==> config.mk <==
export PLATFORM = sky130hd
export DESIGN_NAME = decade_step_frequency_setter
export DESIGN_NICKNAME = d
export VERILOG_FILES = /design/src/hw/rtl/dsfs_pkg.sv /design/src/hw/rtl/decade_step_frequency_setter.sv
export SDC_FILE = /design/constraint.sdc
export NUM_CORES = 1
export LEC_CHECK = 0
export ABC_CLOCK_PERIOD_IN_PS = 5600
export BUFFER_PORTS_ARGS = -buffer_cell sky130_fd_sc_hd__buf_2
export CAP_MARGIN = 0
export CORE_MARGIN = 3
export CORE_UTILIZATION = 51
export DETAILED_ROUTE_END_ITERATION = 10
export PLACE_DENSITY = 0.72
export SLEW_MARGIN = 20
export SYNTH_ARGS = -nofsm -noshare
export SYNTH_HDL_FRONTEND = slang
export SYNTH_SLANG_ARGS = --single-unit
==> constraint.sdc <==
create_clock -name clk -period 5.6 [get_ports clk]
set_input_delay 1.12 -clock clk [delete_from_list [all_inputs] [get_ports clk]]
set_output_delay 1.12 -clock clk [all_outputs]
set_load 0.01 [all_outputs]
==> src/hw/rtl/dsfs_pkg.sv <==
package dsfs_pkg;

	// field widths
	localparam int unsigned FREQ_W   = 22;
	localparam int unsigned CYC_W    = 4;
	localparam int unsigned PERIOD_W = 16;
	localparam int unsigned TYPE_W   = 2;
	localparam int unsigned CFG_IDX_W = 1;

	// request kinds
	localparam logic [TYPE_W-1:0] REQ_UP   = 2'd0;
	localparam logic [TYPE_W-1:0] REQ_DOWN = 2'd1;
	localparam logic [TYPE_W-1:0] REQ_LOAD = 2'd2;

	// configuration register indexes
	localparam logic [CFG_IDX_W-1:0] CFG_MIN = 1'd0;
	localparam logic [CFG_IDX_W-1:0] CFG_MAX = 1'd1;

	// reset values
	localparam logic [FREQ_W-1:0] FREQ_RESET = 22'd100000;
	localparam logic [FREQ_W-1:0] MIN_RESET  = 22'd191;
	localparam logic [FREQ_W-1:0] MAX_RESET  = 22'd3125000;

	// buffer cycle thresholds
	localparam logic [FREQ_W-1:0] CYC2_AT = 22'd97656;
	localparam logic [FREQ_W-1:0] CYC4_AT = 22'd195313;
	localparam logic [FREQ_W-1:0] CYC8_AT = 22'd390625;

	// timer division
	localparam int unsigned NUM_W = 24;
	localparam int unsigned DIV_W = 19;
	localparam logic [NUM_W-1:0] CLOCK_NUM = 24'd12500000;
	localparam logic [NUM_W-1:0] PER_FLOOR = 24'd31;
	localparam logic [NUM_W-1:0] PER_CEIL  = 24'd65535;

	// decade step sizes
	localparam int unsigned STEP_W = 14;

	function automatic logic [STEP_W-1:0] up_amount(input logic [FREQ_W-1:0] f);
		logic [STEP_W-1:0] a;
		if (f < 22'd1000) a = 14'd1;
		else if (f < 22'd10000) a = 14'd10;
		else if (f < 22'd100000) a = 14'd100;
		else if (f < 22'd1000000) a = 14'd1000;
		else a = 14'd10000;
		return a;
	endfunction

	function automatic logic [STEP_W-1:0] down_amount(input logic [FREQ_W-1:0] f);
		logic [STEP_W-1:0] a;
		if (f <= 22'd1000) a = 14'd1;
		else if (f <= 22'd10000) a = 14'd10;
		else if (f <= 22'd100000) a = 14'd100;
		else if (f <= 22'd1000000) a = 14'd1000;
		else a = 14'd10000;
		return a;
	endfunction

endpackage

==> src/hw/rtl/decade_step_frequency_setter.sv <==
// sequence: an accepted request passes the prepare step, 24 division steps
// and the finish step before its result is valid; a zero divisor skips to the result
// throughput: one request at a time; req_stall holds new requests until the result
// is taken, and most of that span is spent in the 24-step restoring divider
// reset: target 100000, limits 191 and 3125000, idle with no result pending
module decade_step_frequency_setter (
	input  logic                                 clk,
	input  logic                                 arst_n,
	input  logic                                 req_valid,
	output logic                                 req_stall,
	input  logic [dsfs_pkg::TYPE_W-1:0]          req_type,
	input  logic [dsfs_pkg::FREQ_W-1:0]          set_value,
	output logic                                 res_valid,
	input  logic                                 res_stall,
	output logic [dsfs_pkg::FREQ_W-1:0]          target_frequency,
	output logic [dsfs_pkg::CYC_W-1:0]           cycles_per_buffer,
	output logic [dsfs_pkg::PERIOD_W-1:0]        timer_period,
	input  logic                                 cfg_we,
	input  logic [dsfs_pkg::CFG_IDX_W-1:0]       cfg_index,
	input  logic [dsfs_pkg::FREQ_W-1:0]          cfg_data
);

	localparam logic [2:0] ST_IDLE = 3'd0;
	localparam logic [2:0] ST_PREP = 3'd1;
	localparam logic [2:0] ST_DIV  = 3'd2;
	localparam logic [2:0] ST_FIN  = 3'd3;
	localparam logic [2:0] ST_OUT  = 3'd4;

	localparam int unsigned DIV_STEPS = dsfs_pkg::NUM_W;
	localparam int unsigned CNT_W = $clog2(DIV_STEPS);
	localparam logic [CNT_W-1:0] CNT_LAST = CNT_W'(DIV_STEPS - 1);

	logic [2:0]                          state_q;
	logic [dsfs_pkg::FREQ_W-1:0]         min_q;
	logic [dsfs_pkg::FREQ_W-1:0]         max_q;
	logic [dsfs_pkg::FREQ_W-1:0]         freq_q;
	logic [dsfs_pkg::CYC_W-1:0]          cyc_q;
	logic [dsfs_pkg::PERIOD_W-1:0]       period_q;
	logic [dsfs_pkg::DIV_W-1:0]          div_q;
	logic [dsfs_pkg::DIV_W-1:0]          rem_q;
	logic [dsfs_pkg::NUM_W-1:0]          quo_q;
	logic [CNT_W-1:0]                    cnt_q;

	logic                                req_take;
	logic signed [dsfs_pkg::FREQ_W+1:0]  next_v;
	logic [dsfs_pkg::FREQ_W-1:0]         next_freq;
	logic [1:0]                          shift;
	logic [dsfs_pkg::FREQ_W-1:0]         scaled;
	logic [dsfs_pkg::DIV_W:0]            rem_shift;
	logic                                rem_ge;
	logic [dsfs_pkg::DIV_W:0]            rem_diff;
	logic [dsfs_pkg::NUM_W-1:0]          quo_m1;
	logic [dsfs_pkg::PERIOD_W-1:0]       period_fin;

	assign req_take  = req_valid && !req_stall;
	assign req_stall = (state_q != ST_IDLE);

	// new target before saturation
	always_comb begin
		case (req_type)
			dsfs_pkg::REQ_UP:
				next_v = $signed({2'b00, freq_q}) +
					$signed({10'd0, dsfs_pkg::up_amount(freq_q)});
			dsfs_pkg::REQ_DOWN:
				next_v = $signed({2'b00, freq_q}) -
					$signed({10'd0, dsfs_pkg::down_amount(freq_q)});
			dsfs_pkg::REQ_LOAD:
				next_v = $signed({2'b00, set_value});
			default:
				next_v = $signed({2'b00, freq_q});
		endcase
	end

	// saturate into the limits, minimum wins
	always_comb begin
		if (next_v < $signed({2'b00, min_q})) begin
			next_freq = min_q;
		end else if (next_v > $signed({2'b00, max_q})) begin
			next_freq = max_q;
		end else begin
			next_freq = next_v[dsfs_pkg::FREQ_W-1:0];
		end
	end

	// cycles per buffer as a shift
	always_comb begin
		if (freq_q < dsfs_pkg::CYC2_AT) shift = 2'd0;
		else if (freq_q < dsfs_pkg::CYC4_AT) shift = 2'd1;
		else if (freq_q < dsfs_pkg::CYC8_AT) shift = 2'd2;
		else shift = 2'd3;
		scaled = freq_q >> shift;
	end

	// one restoring division step
	always_comb begin
		rem_shift = {rem_q, quo_q[dsfs_pkg::NUM_W-1]};
		rem_ge    = (rem_shift >= {1'b0, div_q});
		rem_diff  = rem_shift - {1'b0, div_q};
	end

	// quotient minus one, floored and saturated
	always_comb begin
		quo_m1 = quo_q - dsfs_pkg::NUM_W'(1);
		if (quo_q == '0) begin
			period_fin = dsfs_pkg::PER_FLOOR[dsfs_pkg::PERIOD_W-1:0];
		end else if (quo_m1 < dsfs_pkg::PER_FLOOR) begin
			period_fin = dsfs_pkg::PER_FLOOR[dsfs_pkg::PERIOD_W-1:0];
		end else if (quo_m1 > dsfs_pkg::PER_CEIL) begin
			period_fin = dsfs_pkg::PER_CEIL[dsfs_pkg::PERIOD_W-1:0];
		end else begin
			period_fin = quo_m1[dsfs_pkg::PERIOD_W-1:0];
		end
	end

	// configuration registers
	always_ff @(posedge clk or negedge arst_n) begin
		if (!arst_n) begin
			min_q <= dsfs_pkg::MIN_RESET;
			max_q <= dsfs_pkg::MAX_RESET;
		end else if (cfg_we) begin
			case (cfg_index)
				dsfs_pkg::CFG_MIN: min_q <= cfg_data;
				dsfs_pkg::CFG_MAX: max_q <= cfg_data;
				default: ;
			endcase
		end
	end

	// sequencer and target
	always_ff @(posedge clk or negedge arst_n) begin
		if (!arst_n) begin
			state_q <= ST_IDLE;
			freq_q  <= dsfs_pkg::FREQ_RESET;
			cnt_q   <= '0;
		end else begin
			case (state_q)
				ST_IDLE: begin
					if (req_take) begin
						freq_q  <= next_freq;
						state_q <= ST_PREP;
					end
				end
				ST_PREP: begin
					cnt_q <= '0;
					if (scaled == '0) begin
						state_q <= ST_OUT;
					end else begin
						state_q <= ST_DIV;
					end
				end
				ST_DIV: begin
					cnt_q <= cnt_q + CNT_W'(1);
					if (cnt_q == CNT_LAST) begin
						state_q <= ST_FIN;
					end
				end
				ST_FIN: begin
					state_q <= ST_OUT;
				end
				ST_OUT: begin
					if (!res_stall) begin
						state_q <= ST_IDLE;
					end
				end
				default: begin
					state_q <= ST_IDLE;
				end
			endcase
		end
	end

	// divider datapath and result registers
	always_ff @(posedge clk) begin
		case (state_q)
			ST_PREP: begin
				cyc_q <= dsfs_pkg::CYC_W'(1) << shift;
				div_q <= scaled[dsfs_pkg::DIV_W-1:0];
				rem_q <= '0;
				quo_q <= dsfs_pkg::CLOCK_NUM;
				period_q <= dsfs_pkg::PER_CEIL[dsfs_pkg::PERIOD_W-1:0];
			end
			ST_DIV: begin
				if (rem_ge) begin
					rem_q <= rem_diff[dsfs_pkg::DIV_W-1:0];
				end else begin
					rem_q <= rem_shift[dsfs_pkg::DIV_W-1:0];
				end
				quo_q <= {quo_q[dsfs_pkg::NUM_W-2:0], rem_ge};
			end
			ST_FIN: begin
				period_q <= period_fin;
			end
			default: ;
		endcase
	end

	assign res_valid         = (state_q == ST_OUT);
	assign target_frequency  = freq_q;
	assign cycles_per_buffer = cyc_q;
	assign timer_period      = period_q;

	// an accepted request always starts the prepare step
	a_take_prep: assert property (@(posedge clk) disable iff (!arst_n)
		req_take |=> state_q == ST_PREP)
		else $error("accepted request did not start");

	// the divider never runs with a zero divisor
	a_div_nonzero: assert property (@(posedge clk) disable iff (!arst_n)
		state_q == ST_DIV |-> div_q != '0)
		else $error("division by zero");

	// cycles per buffer is a single power of two
	a_cyc_onehot: assert property (@(posedge clk) disable iff (!arst_n)
		res_valid |-> $onehot(cycles_per_buffer))
		else $error("cycles per buffer not a power of two");

	// period floor holds
	a_period_floor: assert property (@(posedge clk) disable iff (!arst_n)
		res_valid |-> timer_period >= dsfs_pkg::PER_FLOOR[dsfs_pkg::PERIOD_W-1:0])
		else $error("timer period below floor");

	// target lies in ordered limits
	a_target_range: assert property (@(posedge clk) disable iff (!arst_n)
		res_valid && (min_q <= max_q) |->
			target_frequency >= min_q && target_frequency <= max_q)
		else $error("target outside limits");

endmodule
# Word level (Yosys, flattened, before mapping)
# Index checks and enable logic that the tools add are counted.
word_totals:
  register_bits: 156
  output_inout_bits: 44
op_classes:
  addsub: 5
  order_cmp: 16
  n_eq_ne: 10
  shift: 2
  muxes: 29
  bitwise_logic: 1
  reduce_logical: 13
op_table:
  columns: ["op", "n"]
  rows:
  - ["$mux W14", 10]
  - ["$pmux W24 S3", 1]
  - ["$mux W16", 3]
  - ["$pmux W24 S2", 1]
  - ["$lt A22 B17 Y1 const B", 2]
  - ["$mux W22", 2]
  - ["$pmux W19 S2", 1]
  - ["$pmux W16 S2", 1]
  - ["$gt A24 B16 Y1 const B", 1]
  - ["$gt A24 B23 Y1", 1]
  - ["$logic_not A24 Y1", 1]
  - ["$lt A24 B23 Y1", 1]
  - ["$lt A24 B5 Y1 const B", 1]
  - ["$sub A24 B1 Y24 const B", 1]
  - ["$add A22 B14 Y23", 1]
  - ["$sub A22 B14 Y23", 1]
  - ["$le A22 B10 Y1 const B", 1]
  - ["$le A22 B14 Y1 const B", 1]
  - ["$le A22 B17 Y1 const B", 1]
  - ["$le A22 B20 Y1 const B", 1]
  - ["$logic_not A22 Y1", 1]
  - ["$lt A22 B10 Y1 const B", 1]
  - ["$lt A22 B14 Y1 const B", 1]
  - ["$lt A22 B18 Y1 const B", 1]
  - ["other kinds (29)", 39]

# Depth between registers and ports, before layout
# Gate-level depths: netlist of run 1.
depth:
  ltp_word: 11
  ltp_mapped: 33

# Least setup slack after synthesis of run 1
# No wires, ideal clock.
synth_path:
  path_kind: "flip-flop to flip-flop"
  startpoint: "register freq_q (netlist bit target_frequency[1])"
  endpoint: "register freq_q (netlist bit target_frequency[19])"
  arrival_time_ns: 6.092
  slack_ns: -0.620
  stages_incl_launch_ff: 25
  path_buffers: 1
  cell_sequence: "dfrtp_1 or4_4 or4b_2 o21ai_0 nand2b_1 and2_1 ha_1 a21oi_1 a2111oi_1 o31ai_1 a21oi_1 o22ai_1 nand2_1 mux2i_1 a211oi_1 ha_1 and4_1 o2111ai_1 and3_1 o21a_1 o21ai_1 nand2_1 clkbuf_1 a221oi_1 nor3_1"
synth_via:
  elab_chain_len: 11
  elab_cells_between_ends: 25
synth_lines:
  columns: ["element", "line", "source"]
  rows:
  - ["start, declared", "decade_step_frequency_setter.sv:36", "logic [dsfs_pkg::FREQ_W-1:0] freq_q;"]
  - ["start signal, assigned", "decade_step_frequency_setter.sv:133", "freq_q <= dsfs_pkg::FREQ_RESET;"]
  - ["start signal, assigned", "decade_step_frequency_setter.sv:139", "freq_q <= next_freq;"]
  - ["$le A22 B20 Y1 / $lt A22 B20 Y1 (equally long branches)", "dsfs_pkg.sv:54, dsfs_pkg.sv:44", null]
  - ["$mux W14 (on tied branches)", "dsfs_pkg.sv:54, dsfs_pkg.sv:44", null]
  - ["$mux W14 (on tied branches)", "dsfs_pkg.sv:53, dsfs_pkg.sv:43", null]
  - ["$mux W14 (on tied branches)", "dsfs_pkg.sv:52, dsfs_pkg.sv:42", null]
  - ["$mux W14 (on tied branches)", "dsfs_pkg.sv:51, dsfs_pkg.sv:41", null]
  - ["$mux W14", "decade_step_frequency_setter.sv:60", "case (req_type)"]
  - ["$sub A22 B14 Y23 / $add A22 B14 Y23 (equally long branches)", "decade_step_frequency_setter.sv:65, decade_step_frequency_setter.sv:62", null]
  - ["$pmux W24 S3 *", "decade_step_frequency_setter.sv:60", null]
  - ["$gt A24 B23 Y1", "decade_step_frequency_setter.sv:78", "end else if (next_v > $signed({2'b00, max_q})) begin"]
  - ["$mux W22", "decade_step_frequency_setter.sv:78", null]
  - ["$mux W22 *", "decade_step_frequency_setter.sv:76", "if (next_v < $signed({2'b00, min_q})) begin"]
# Mark *: on every way between the ends. The rest lies on a longest branch, timed or not. The select of a mux whose other input is x is not followed.
# A chain may end at the register's enable or synchronous reset.

# Worst setup path after layout of run 1
layout_path:
  startpoint: "register freq_q (netlist bit target_frequency[21])"
  endpoint: "register freq_q (netlist bit target_frequency[15])"
# Same word-level chain as after synthesis.

==> results of run 1 <==
-- kinds of logic after synthesis --
| kind of cell | share of synthesized area |
|---|---|
| compound gates | 0.182 |
| xor+xnor | 0.0404 |
| fa+ha+maj | 0.102 |
| buf+inv | 0.0546 |
| flops | 0.365 |
| mux | 0.0772 |
| simple gates | 0.179 |
-- final timing paths --
| check | slack (ns) | to | depth (start not counted) |
|---|---|---|---|
| worst min register to register | 0.51 | max_q[1] | 1 |
| worst max register to register | -0.43 | target_frequency[15] | 27 |
| max in group asynchronous | 4.14 | target_frequency[1] | 1 |
| worst max-delay path | -0.43 | target_frequency[15] | 27 |
| worst min-delay path | 0.51 | max_q[1] | 1 |
| min in group asynchronous | 0.82 | min_q[6] | 1 |
-- routing by layer --
metal,up-vias,part of all wire
li1,5344,-
met1,5482,0.41
met2,460,0.50
met3,125,0.054
met4,0,0.042
met5,-,0
-- flip-flops by register name (all words and copies together), names as in the netlist --
register	flops
div_q	19
cycles_per_buffer	4
cnt_q	5
rem_q	19
max_q	22
timer_period	16
target_frequency	22
quo_q	24
state_q	3
min_q	22
-- metrics by stage --
| stage | setup WS, ns | utilization | power, W | setup TNS [ns] | hold slack [ns] |
|---|---|---|---|---|---|
| 6_report | -0.434 | 0.692 | 0.0100 | -7.86 | 0.513 |
| 5_1_grt | -0.625 | 0.692 | 0.0107 | -12.29 | 0.532 |
| 4_1_cts | -0.297 | 0.673 | 0.00958 | -4.22 | 0.514 |
| 3_5_place_dp | -0.582 | 0.610 | 0.00768 | -10.10 | 0.497 |
| 3_3_place_gp | -0.524 | 0.610 | 0.00756 | -8.76 | 0.489 |
| 2_1_floorplan | 0.00770 | - | 0.00560 | 0 | 0.479 |
-- power by group --
group / total (W) / internal, W / switching [W]
sequential: 0.00205 / 0.00173 / 0.000319
combinational: 0.00682 / 0.00309 / 0.00373
clock: 0.00117 / 0.000603 / 0.000568
-- area by class of cell --
cell class	instances	area, µm²	share of cell area
clock buffers	17	425	0.0270
clock inverters	15	169	0.0107
inverters	94	353	0.0224
multi-input cells	992	7830	0.497
flip-flops and latches	156	4350	0.276
well taps	313	392	0.0249
repair buffers	312	2240	0.142
-- repair_timing --
| item | CTS | global route |
|---|---|---|
| resized for setup | 100 | 80 |
| pin swaps | 61 | 44 |
| setup buffers | 40 | 13 |
| endpoints found under the setup margin | 22 | 22 |
| hold endpoints to repair | 0 | 0 |
| cloned | 2 | 0 |
-- cells in the final DEF, fill, tap and decap left out, types with 13 or more instances in the layout --
cell type and n:
nor2_1 91, inv_1 91, edfxtp_1 82, and3_1 19, nand4_1 17, dfrtp_1 48
clkbuf_16 17, buf_4 196, o21ai_0 61, xnor2_1 33, nand2_1 103, or3_1 17
mux2_2 25, nand2b_1 26, o21a_1 19, buf_6 16, mux2i_1 47, a21o_1 20
ha_1 78, a21oi_2 17, xor2_1 21, nor3_1 33, dfstp_2 25, a21oi_1 68
buf_2 94, o21ai_1 17, nor2b_1 13, nand3_1 27
-- worst max-delay path: cells and delay by family (launching register included) --
kind / cells / cell delay [ns]
simple gates: 10 / 1.94
compound gates: 10 / 2.08
flops: 1 / 0.39
fa+ha+maj: 2 / 0.71
buf+inv: 4 / 0.63
xor+xnor: 1 / 0.19
==> flow_summary.yaml, run 1 <==
timing:
  slew_viol_final: 0
  rsz0062_at_grt: "yes"
  tightest_slew_ns: 1.26
  setup_ws_ns: -0.434
  setup_violations: 22
  fin_crit_ns: 6.03
  relSlewSlack: 0.162
  period_share: 1.08
  clock_skew_ns: 0.0147
  max_freq_mhz: 166
  hold_viol: 0
detailed_routing:
  wl_per_cell_um: 19.7
  post_drt_via_cell_ratio: 6.01
  wl_mm: 37.5
  drc: 0
  antenna_left: 0
  first_iter_violations: 782
  via_count: 11411
  first_pass_iters: 7
setup_path:
  crit_arrival_ns: 6.38
  max_stage_delay_ns: 0.43
  critPathLaunch: "target_frequency[21]"
  crit_fanout: 8
  required_ns: 5.95
  rr_startpoint: "target_frequency[21]"
  crit_type: "flop to flop"
  slowest_stage: "a2111oi_4"
  end_kind: "flop"
  worst_setup_path_start_kind: "flop"
place:
  dpl_cell_area_um2: 13900
  dp_hpwl_mm: 26.7
  place_congestion: 0.942
  numPortBuffers: 95
  placed_cells: 1818
yosys:
  avgSynthCellArea_um2: 9.07
  synth.net_count: 1460
  postSynthCellCount: 1313
  yosysMostFrequentCell: "nand2_1"
  syn_area_um2: 11900
  synth_edf_count: 82
  synthFlopType: "edfxtp_1"
  synth.distinct_cells: 82
  ys_seq_area_frac: 0.365
  synth_top_cells_by_count: "nand2_1 (109), nor2_1 (98), ha_1 (92), inv_1 (92)"
  ys_ff_latch: 156
  ys_async_sr_fraction: 0.474
  synth.largest_area_cell: "edfxtp_1"
  synthTopCellsByArea: "edfxtp_1 (21%), dfrtp_1 (10%), ha_1 (9.7%), dfstp_2 (5.5%), mux2i_1 (4.0%)"
  synth_top_area_frac: 0.207
  yosysWarningCount: 0
clock_network:
  insertion_delay_ns: 0.44
  cts_root_buf: "clkbuf_16"
  cts.clk_slew.worst_paths_ns: 0.07
  cts_max_level: 4
  cts_buffers: 17
  cts_tree: "yes"
  clockBufferDepth: 2
  ctsHoldBuffers: 0
  cts.sinks: 156
global_route:
  antenna_found_initial: 0
  grt_usage: 0.287
  use_met1: 0.363
  grt_pass1_vias: 11301
  grt_first_pass_wirelength_mm: 58.8
  grt_busiest_layer: "met2"
  overflow: 0
  gr-usage-met3: 0.0368
  grt_max_degree: 75
  met2_usage: 0.496
pwr:
  vdd_drop_max_mv: 0.280
  power_density_nw_per_um2: 637
  leakage_nw: 6.63
layout:
  fin_area_um2: 15800
  diodes: 0
  drive_above_1_share: 0.343
  fillers: 1706
  finalNetCount: 1720
  final_cells: 1899
  area_growth_pct: 32.3
floorplanning:
  die_area_um2: 25200
  coreArea_um2: 22800
  die_w_um: 159
  start_util: 0.523
  die_y_um: 159
  num_rows: 55
  io_pins: 96
min_path:
  hold_path.class: "flop to flop"
  hp-start: "max_q[1]"
outcome:
  outcome: "finished with violations"
  violations: "negative setup slack"
job:
  maxCapViolations: 0
Power figures use the tool's default switching activity.
==> inputs of run 2 (changes only) <==
- CELL_PAD_IN_SITES_DETAIL_PLACEMENT: not set -> 1
- CELL_PAD_IN_SITES_GLOBAL_PLACEMENT: not set -> 1
- CORE_MARGIN: 3 -> 8
- CORE_UTILIZATION: 51 -> 43
- PLACE_DENSITY: 0.72 -> not set
- PLACE_DENSITY_LB_ADDON: not set -> 0.1
==> run 2 against run 1 <==
  * The flow still finishes with violations (negative setup slack)
  * Global-route usage shrank 3.7 points
  * Critical path depth unchanged
  * Final cell count increased by 2.3%
  * First-iteration DRC count fell by 11%
  * Combinational power about the same
  * Sequential share of layout area grew 0.41 points
  * Routed wire length grew 17%
  * Cell area decreased by 1.4%
  * Utilization is 13 points lower
  * Highest routed layer unchanged
==> flow_summary.yaml, run 2 (synthesized netlist as in run 1, its figures left out) <==
layout:
  final_cell_mix: "buf_4 (181), nand2_1 (102), nor2_1 (94), buf_2 (94), inv_1 (92)"
  drive_above_1_share: 0.331
  diodes: 0
  multi_input_area_um2: 7720
  final_cells: 1942
  fillers: 3140
  finalNetCount: 1699
  layout_commonest_cell: "buf_4"
  largest_register_ffs: 24
  regArea_um2: 4350
  top_register: "quo_q"
  area_growth_pct: 30.4
setup_path:
  max_stage_delay_ns: 0.55
  r2r_slack_ns: -0.51
  critPathLaunch: "target_frequency[21]"
  crit_fanout: 7
  r2r_cells: 27
  crit_type: "flop to flop"
  regToRegEndpoint: "target_frequency[20]"
  rr_startpoint: "target_frequency[21]"
  slowest_stage: "a2111oi_4"
  required_ns: 5.94
  path_delay_family: "compound AO/OA/AOI/OAI gates"
  end_kind: "flop"
  critPathBufInv: 5
  worst_setup_path_start_kind: "flop"
  crit_arrival_ns: 6.45
detailed_routing:
  post_drt_via_cell_ratio: 5.86
  first_pass_iters: 5
  antenna_left: 0
  wl_per_cell_um: 22.5
  wl_mm: 43.7
  via_count: 11385
  first_iter_violations: 694
  drc: 0
floorplanning:
  num_rows: 61
  die_area_um2: 33300
  die_w_um: 182
  start_util: 0.432
  die_y_um: 182
  io_pins: 96
  coreArea_um2: 27600
timing:
  hold_viol: 0
  max_freq_mhz: 164
  fin_worst_hold_slack_ns: 0.507
  rsz0062_at_grt: "yes"
  fin_crit_ns: 6.11
  relSlewSlack: 0.289
  tightest_slew_ns: 1.06
  slew_viol_final: 0
  setup_ws_ns: -0.506
  period_share: 1.09
  setup_violations: 22
  clock_skew_ns: 0.0129
clock_network:
  cts_tree: "yes"
  cts.clk_slew.worst_paths_ns: 0.07
  ctsHoldBuffers: 0
  insertion_delay_ns: 0.45
  cts_root_buf: "clkbuf_16"
  cts_buffers: 17
  cts_max_level: 4
  cts.sinks: 156
  clockBufferDepth: 2
place:
  place_congestion: 0.884
  placed_cells: 1877
  numPortBuffers: 95
  place_ws_ns: -0.659
  dp_hpwl_mm: 31.3
global_route:
  grt_busiest_layer: "met2"
  gr-usage-met3: 0.0408
  grt_first_pass_wirelength_mm: 65.6
  antenna_found_initial: 0
  met2_usage: 0.448
  grt_pass1_vias: 12095
  use_met1: 0.293
  overflow: 0
  grt_max_degree: 75
  grt_usage: 0.249
pwr:
  leakage_nw: 6.45
  finalPower_w: 0.0101
  vdd_drop_max_mv: 0.313
  power_density_nw_per_um2: 647
min_path:
  min_delay_path_depth: 1
  hp-start: "max_q[4]"
  hold_path_end: "max_q[4]"
  hold_path.class: "flop to flop"
job:
  maxCapViolations: 0
outcome:
  violations: "negative setup slack"
  outcome: "finished with violations"
## run 2: cell count changes in the layout (fill, tap and decap cells not counted), moves of 4 or more
cell and change:
buf_4 -15, o21ai_1 +7, buf_6 -4, nand2_2 +4
o21ai_2 -4
## run 2: worst register-to-register path, cell delays in order, from the launching register on
cell and delay, ns:
dfrtp_1 0.39, or3_4 0.42, or4_4 0.53, a21oi_4 0.15
a21oi_2 0.06, nor2_2 0.20, inv_1 0.09, and2_4 0.16
ha_4 0.26, nand3b_1 0.15, a2111oi_4 0.55, o31ai_4 0.11
buf_4 0.15, a21oi_2 0.14, nor3b_2 0.06, a211o_1 0.32
ha_4 0.31, nand4_1 0.16, a2111oi_4 0.42, o311ai_2 0.14
a31oi_2 0.22, a2111oi_2 0.06, a21oi_2 0.25, buf_4 0.18
buf_6 0.13, buf_4 0.13, nor3_2 0.05, a221oi_2 0.22
## run 2: cell type report
type	count	area share
multi-input cells	992	0.497
clock buffers	17	0.0274
well taps	378	0.0304
inverters	94	0.0232
clock inverters	14	0.00999
repair buffers	291	0.132
flip-flops and latches	156	0.280
## run 2: worst max path at each step
stage / end / slack [ns] / depth (start not counted)
floorplan: target_frequency[17] / 0.008 / 27
global placement: target_frequency[21] / -0.57 / 25
detailed placement: target_frequency[17] / -0.66 / 26
CTS: target_frequency[17] / -0.25 / 25
global route: target_frequency[14] / -0.70 / 27
finish: target_frequency[20] / -0.51 / 27
## run 2: timing repair
item,CTS,global route
setup endpoints to repair,22,22
resized for setup,81,91
buffers inserted,10,22
pin swaps,13,54
gates cloned,1,2
## run 2: per-layer routing
metal / share of wire / routed length [µm]
met4: 0.042 / 1850
met1: 0.41 / 17800
met5: 0 / 0
met3: 0.037 / 1610
met2: 0.51 / 22500
## run 2: metrics by stage
step	area [µm²]	utilization	TNS, ns
6_report	15500	0.564	-9.54
5_1_grt	15500	0.564	-13.85
4_1_cts	14900	0.542	-3.71
3_5_place_dp	13900	0.505	-12.61
3_3_place_gp	13900	0.504	-9.82
2_1_floorplan	12000	-	0
## run 2: where the power goes
part | switching, W | total, W | internal [W] | leakage (nW)
clock | 0.000548 | 0.00118 | 0.000628 | 0.275
sequential | 0.000352 | 0.00209 | 0.00174 | 1.57
combinational | 0.00380 | 0.00679 | 0.00299 | 4.61
total | 0.00470 | 0.0101 | 0.00535 | 6.45
==> inputs of run 3 (changes only) <==
- PLACE_DENSITY_LB_ADDON: 0.1 -> 0.2
==> run 3 against run 2 <==
  * The run still ends with negative setup slack left
  * Hold slack improved by 0.0049 ns
  * Fmax increased by 1.9%
  * Cell area about the same
  * Final cell count decreased by 0.31%
  * Sequential share of layout area about the same
  * Routed wire length decreased by 2.3%
  * Register-to-register slack improved by 0.11 ns
  * Sequential power about the same
  * Combinational power about the same
  * Setup slack improved by 0.11 ns
  * Sequential cell count unchanged
  * Clock power decreased by 4%
  * Critical path type unchanged
  * Critical endpoint is now target_frequency[17]
==> flow_summary.yaml, run 3 (synthesized netlist as in run 1, its figures left out) <==
layout:
  fin_area_um2: 15500
  top_register: "quo_q"
  layout_commonest_cell: "buf_4"
  area_growth_pct: 30.5
  final_cell_mix: "buf_4 (171), nand2_1 (106), buf_2 (95)"
  drive_above_1_share: 0.331
  largest_register_ffs: 24
  finalNetCount: 1692
  diodes: 0
  final_cells: 1936
global_route:
  antenna_found_initial: 0
  grt_max_degree: 75
  overflow: 0
  grt_first_pass_wirelength_mm: 64.8
  grt_pass1_vias: 12175
  grt_usage: 0.245
timing:
  clock_skew_ns: 0.0153
  finalSetupTns_ns: -5.62
  fin_crit_ns: 5.99
  hold_viol: 0
  setup_ws_ns: -0.392
  tightest_slew_ns: 1.17
  setup_violations: 22
  fin_worst_hold_slack_ns: 0.512
  max_freq_mhz: 167
  slew_viol_final: 0
  rsz0062_at_grt: "yes"
  relSlewSlack: 0.221
  period_share: 1.07
setup_path:
  r2r_cells: 27
  worst_setup_path_start_kind: "flop"
  rr_startpoint: "target_frequency[20]"
  critPathLaunch: "target_frequency[20]"
  r2r_slack_ns: -0.39
  regToRegEndpoint: "target_frequency[17]"
  crit_arrival_ns: 6.37
  crit_type: "flop to flop"
  slowest_stage: "or3_4"
  crit_fanout: 5
  max_stage_delay_ns: 0.43
  end_kind: "flop"
  required_ns: 5.98
clock_network:
  cts.clk_slew.worst_paths_ns: 0.07
  cts_max_level: 4
  insertion_delay_ns: 0.44
  cts_tree: "yes"
  clockBufferDepth: 2
  cts.sinks: 156
  ctsHoldBuffers: 0
  cts_buffers: 17
  cts_root_buf: "clkbuf_16"
floorplanning:
  die_y_um: 182
  io_pins: 96
  die_w_um: 182
  num_rows: 61
  coreArea_um2: 27600
  start_util: 0.432
  die_area_um2: 33300
min_path:
  hold_path.class: "flop to flop"
  hp-start: "max_q[5]"
  hold_path_end: "max_q[5]"
  min_delay_path_depth: 1
place:
  numPortBuffers: 95
  place_congestion: 0.937
  dpl_cell_area_um2: 13900
  placed_cells: 1877
  dp_hpwl_mm: 30.8
detailed_routing:
  antenna_left: 0
  via_count: 11520
  post_drt_via_cell_ratio: 5.95
  first_pass_iters: 5
  drc: 0
  wl_mm: 42.7
  first_iter_violations: 787
  wl_per_cell_um: 22.1
job:
  maxCapViolations: 0
outcome:
  violations: "negative setup slack"
  outcome: "finished with violations"
pwr:
  power_density_nw_per_um2: 643
  vdd_drop_max_mv: 0.296
  leakage_nw: 6.42
[run 3: final cells by class]
cell class	instances	area [µm²]
clock buffers	20	447
flip-flops and latches	156	4350
inverters	94	355
multi-input cells	992	7810
fillers	3124	12000
clock inverters	12	114
well taps	378	473
repair buffers	284	1990
[run 3: layer usage]
metal / global-route usage / part of all wire
met5: 0 / 0
met3: 0.0392 / 0.045
met2: 0.427 / 0.50
met4: 0.116 / 0.040
met1: 0.290 / 0.41
[run 3: stage by stage]
step	util	power, W	setup slack (ns)
2_1_floorplan	-	0.00560	0.00770
3_3_place_gp	0.505	0.00761	-0.531
3_5_place_dp	0.505	0.00781	-0.669
4_1_cts	0.548	0.00953	-0.248
5_1_grt	0.564	0.0106	-0.620
6_report	0.564	0.0100	-0.392
[run 3: repair_timing]
action	in CTS	in global routing
endpoints found under the setup margin	22	22
cloned	2	0
buffers inserted	18	10
resized for setup	113	67
pin swaps	45	40
[run 3: how the worst max path moves through the flow]
| stage | endpoint | slack (ns) |
|---|---|---|
| finish | target_frequency[17] | -0.39 |
| global placement | target_frequency[17] | -0.53 |
| global route | target_frequency[17] | -0.62 |
| CTS | target_frequency[17] | -0.25 |
| detailed placement | target_frequency[17] | -0.67 |
| floorplan | target_frequency[17] | 0.008 |
[run 3: report_power, final]
part	internal, W	leakage, nW	switching, W
combinational	0.00298	4.58	0.00382
clock	0.000629	0.274	0.000502
sequential	0.00174	1.57	0.000333
[run 3: critical path, delay by kind of cell, from the launching register on]
family | cells | cell delay (ns)
flip-flops | 1 | 0.38
buffers and inverters | 2 | 0.32
AO/OA/AOI/OAI | 12 | 2.38
AND/OR/NAND/NOR | 10 | 2.07
adder cells (fa/ha/maj) | 3 | 0.80
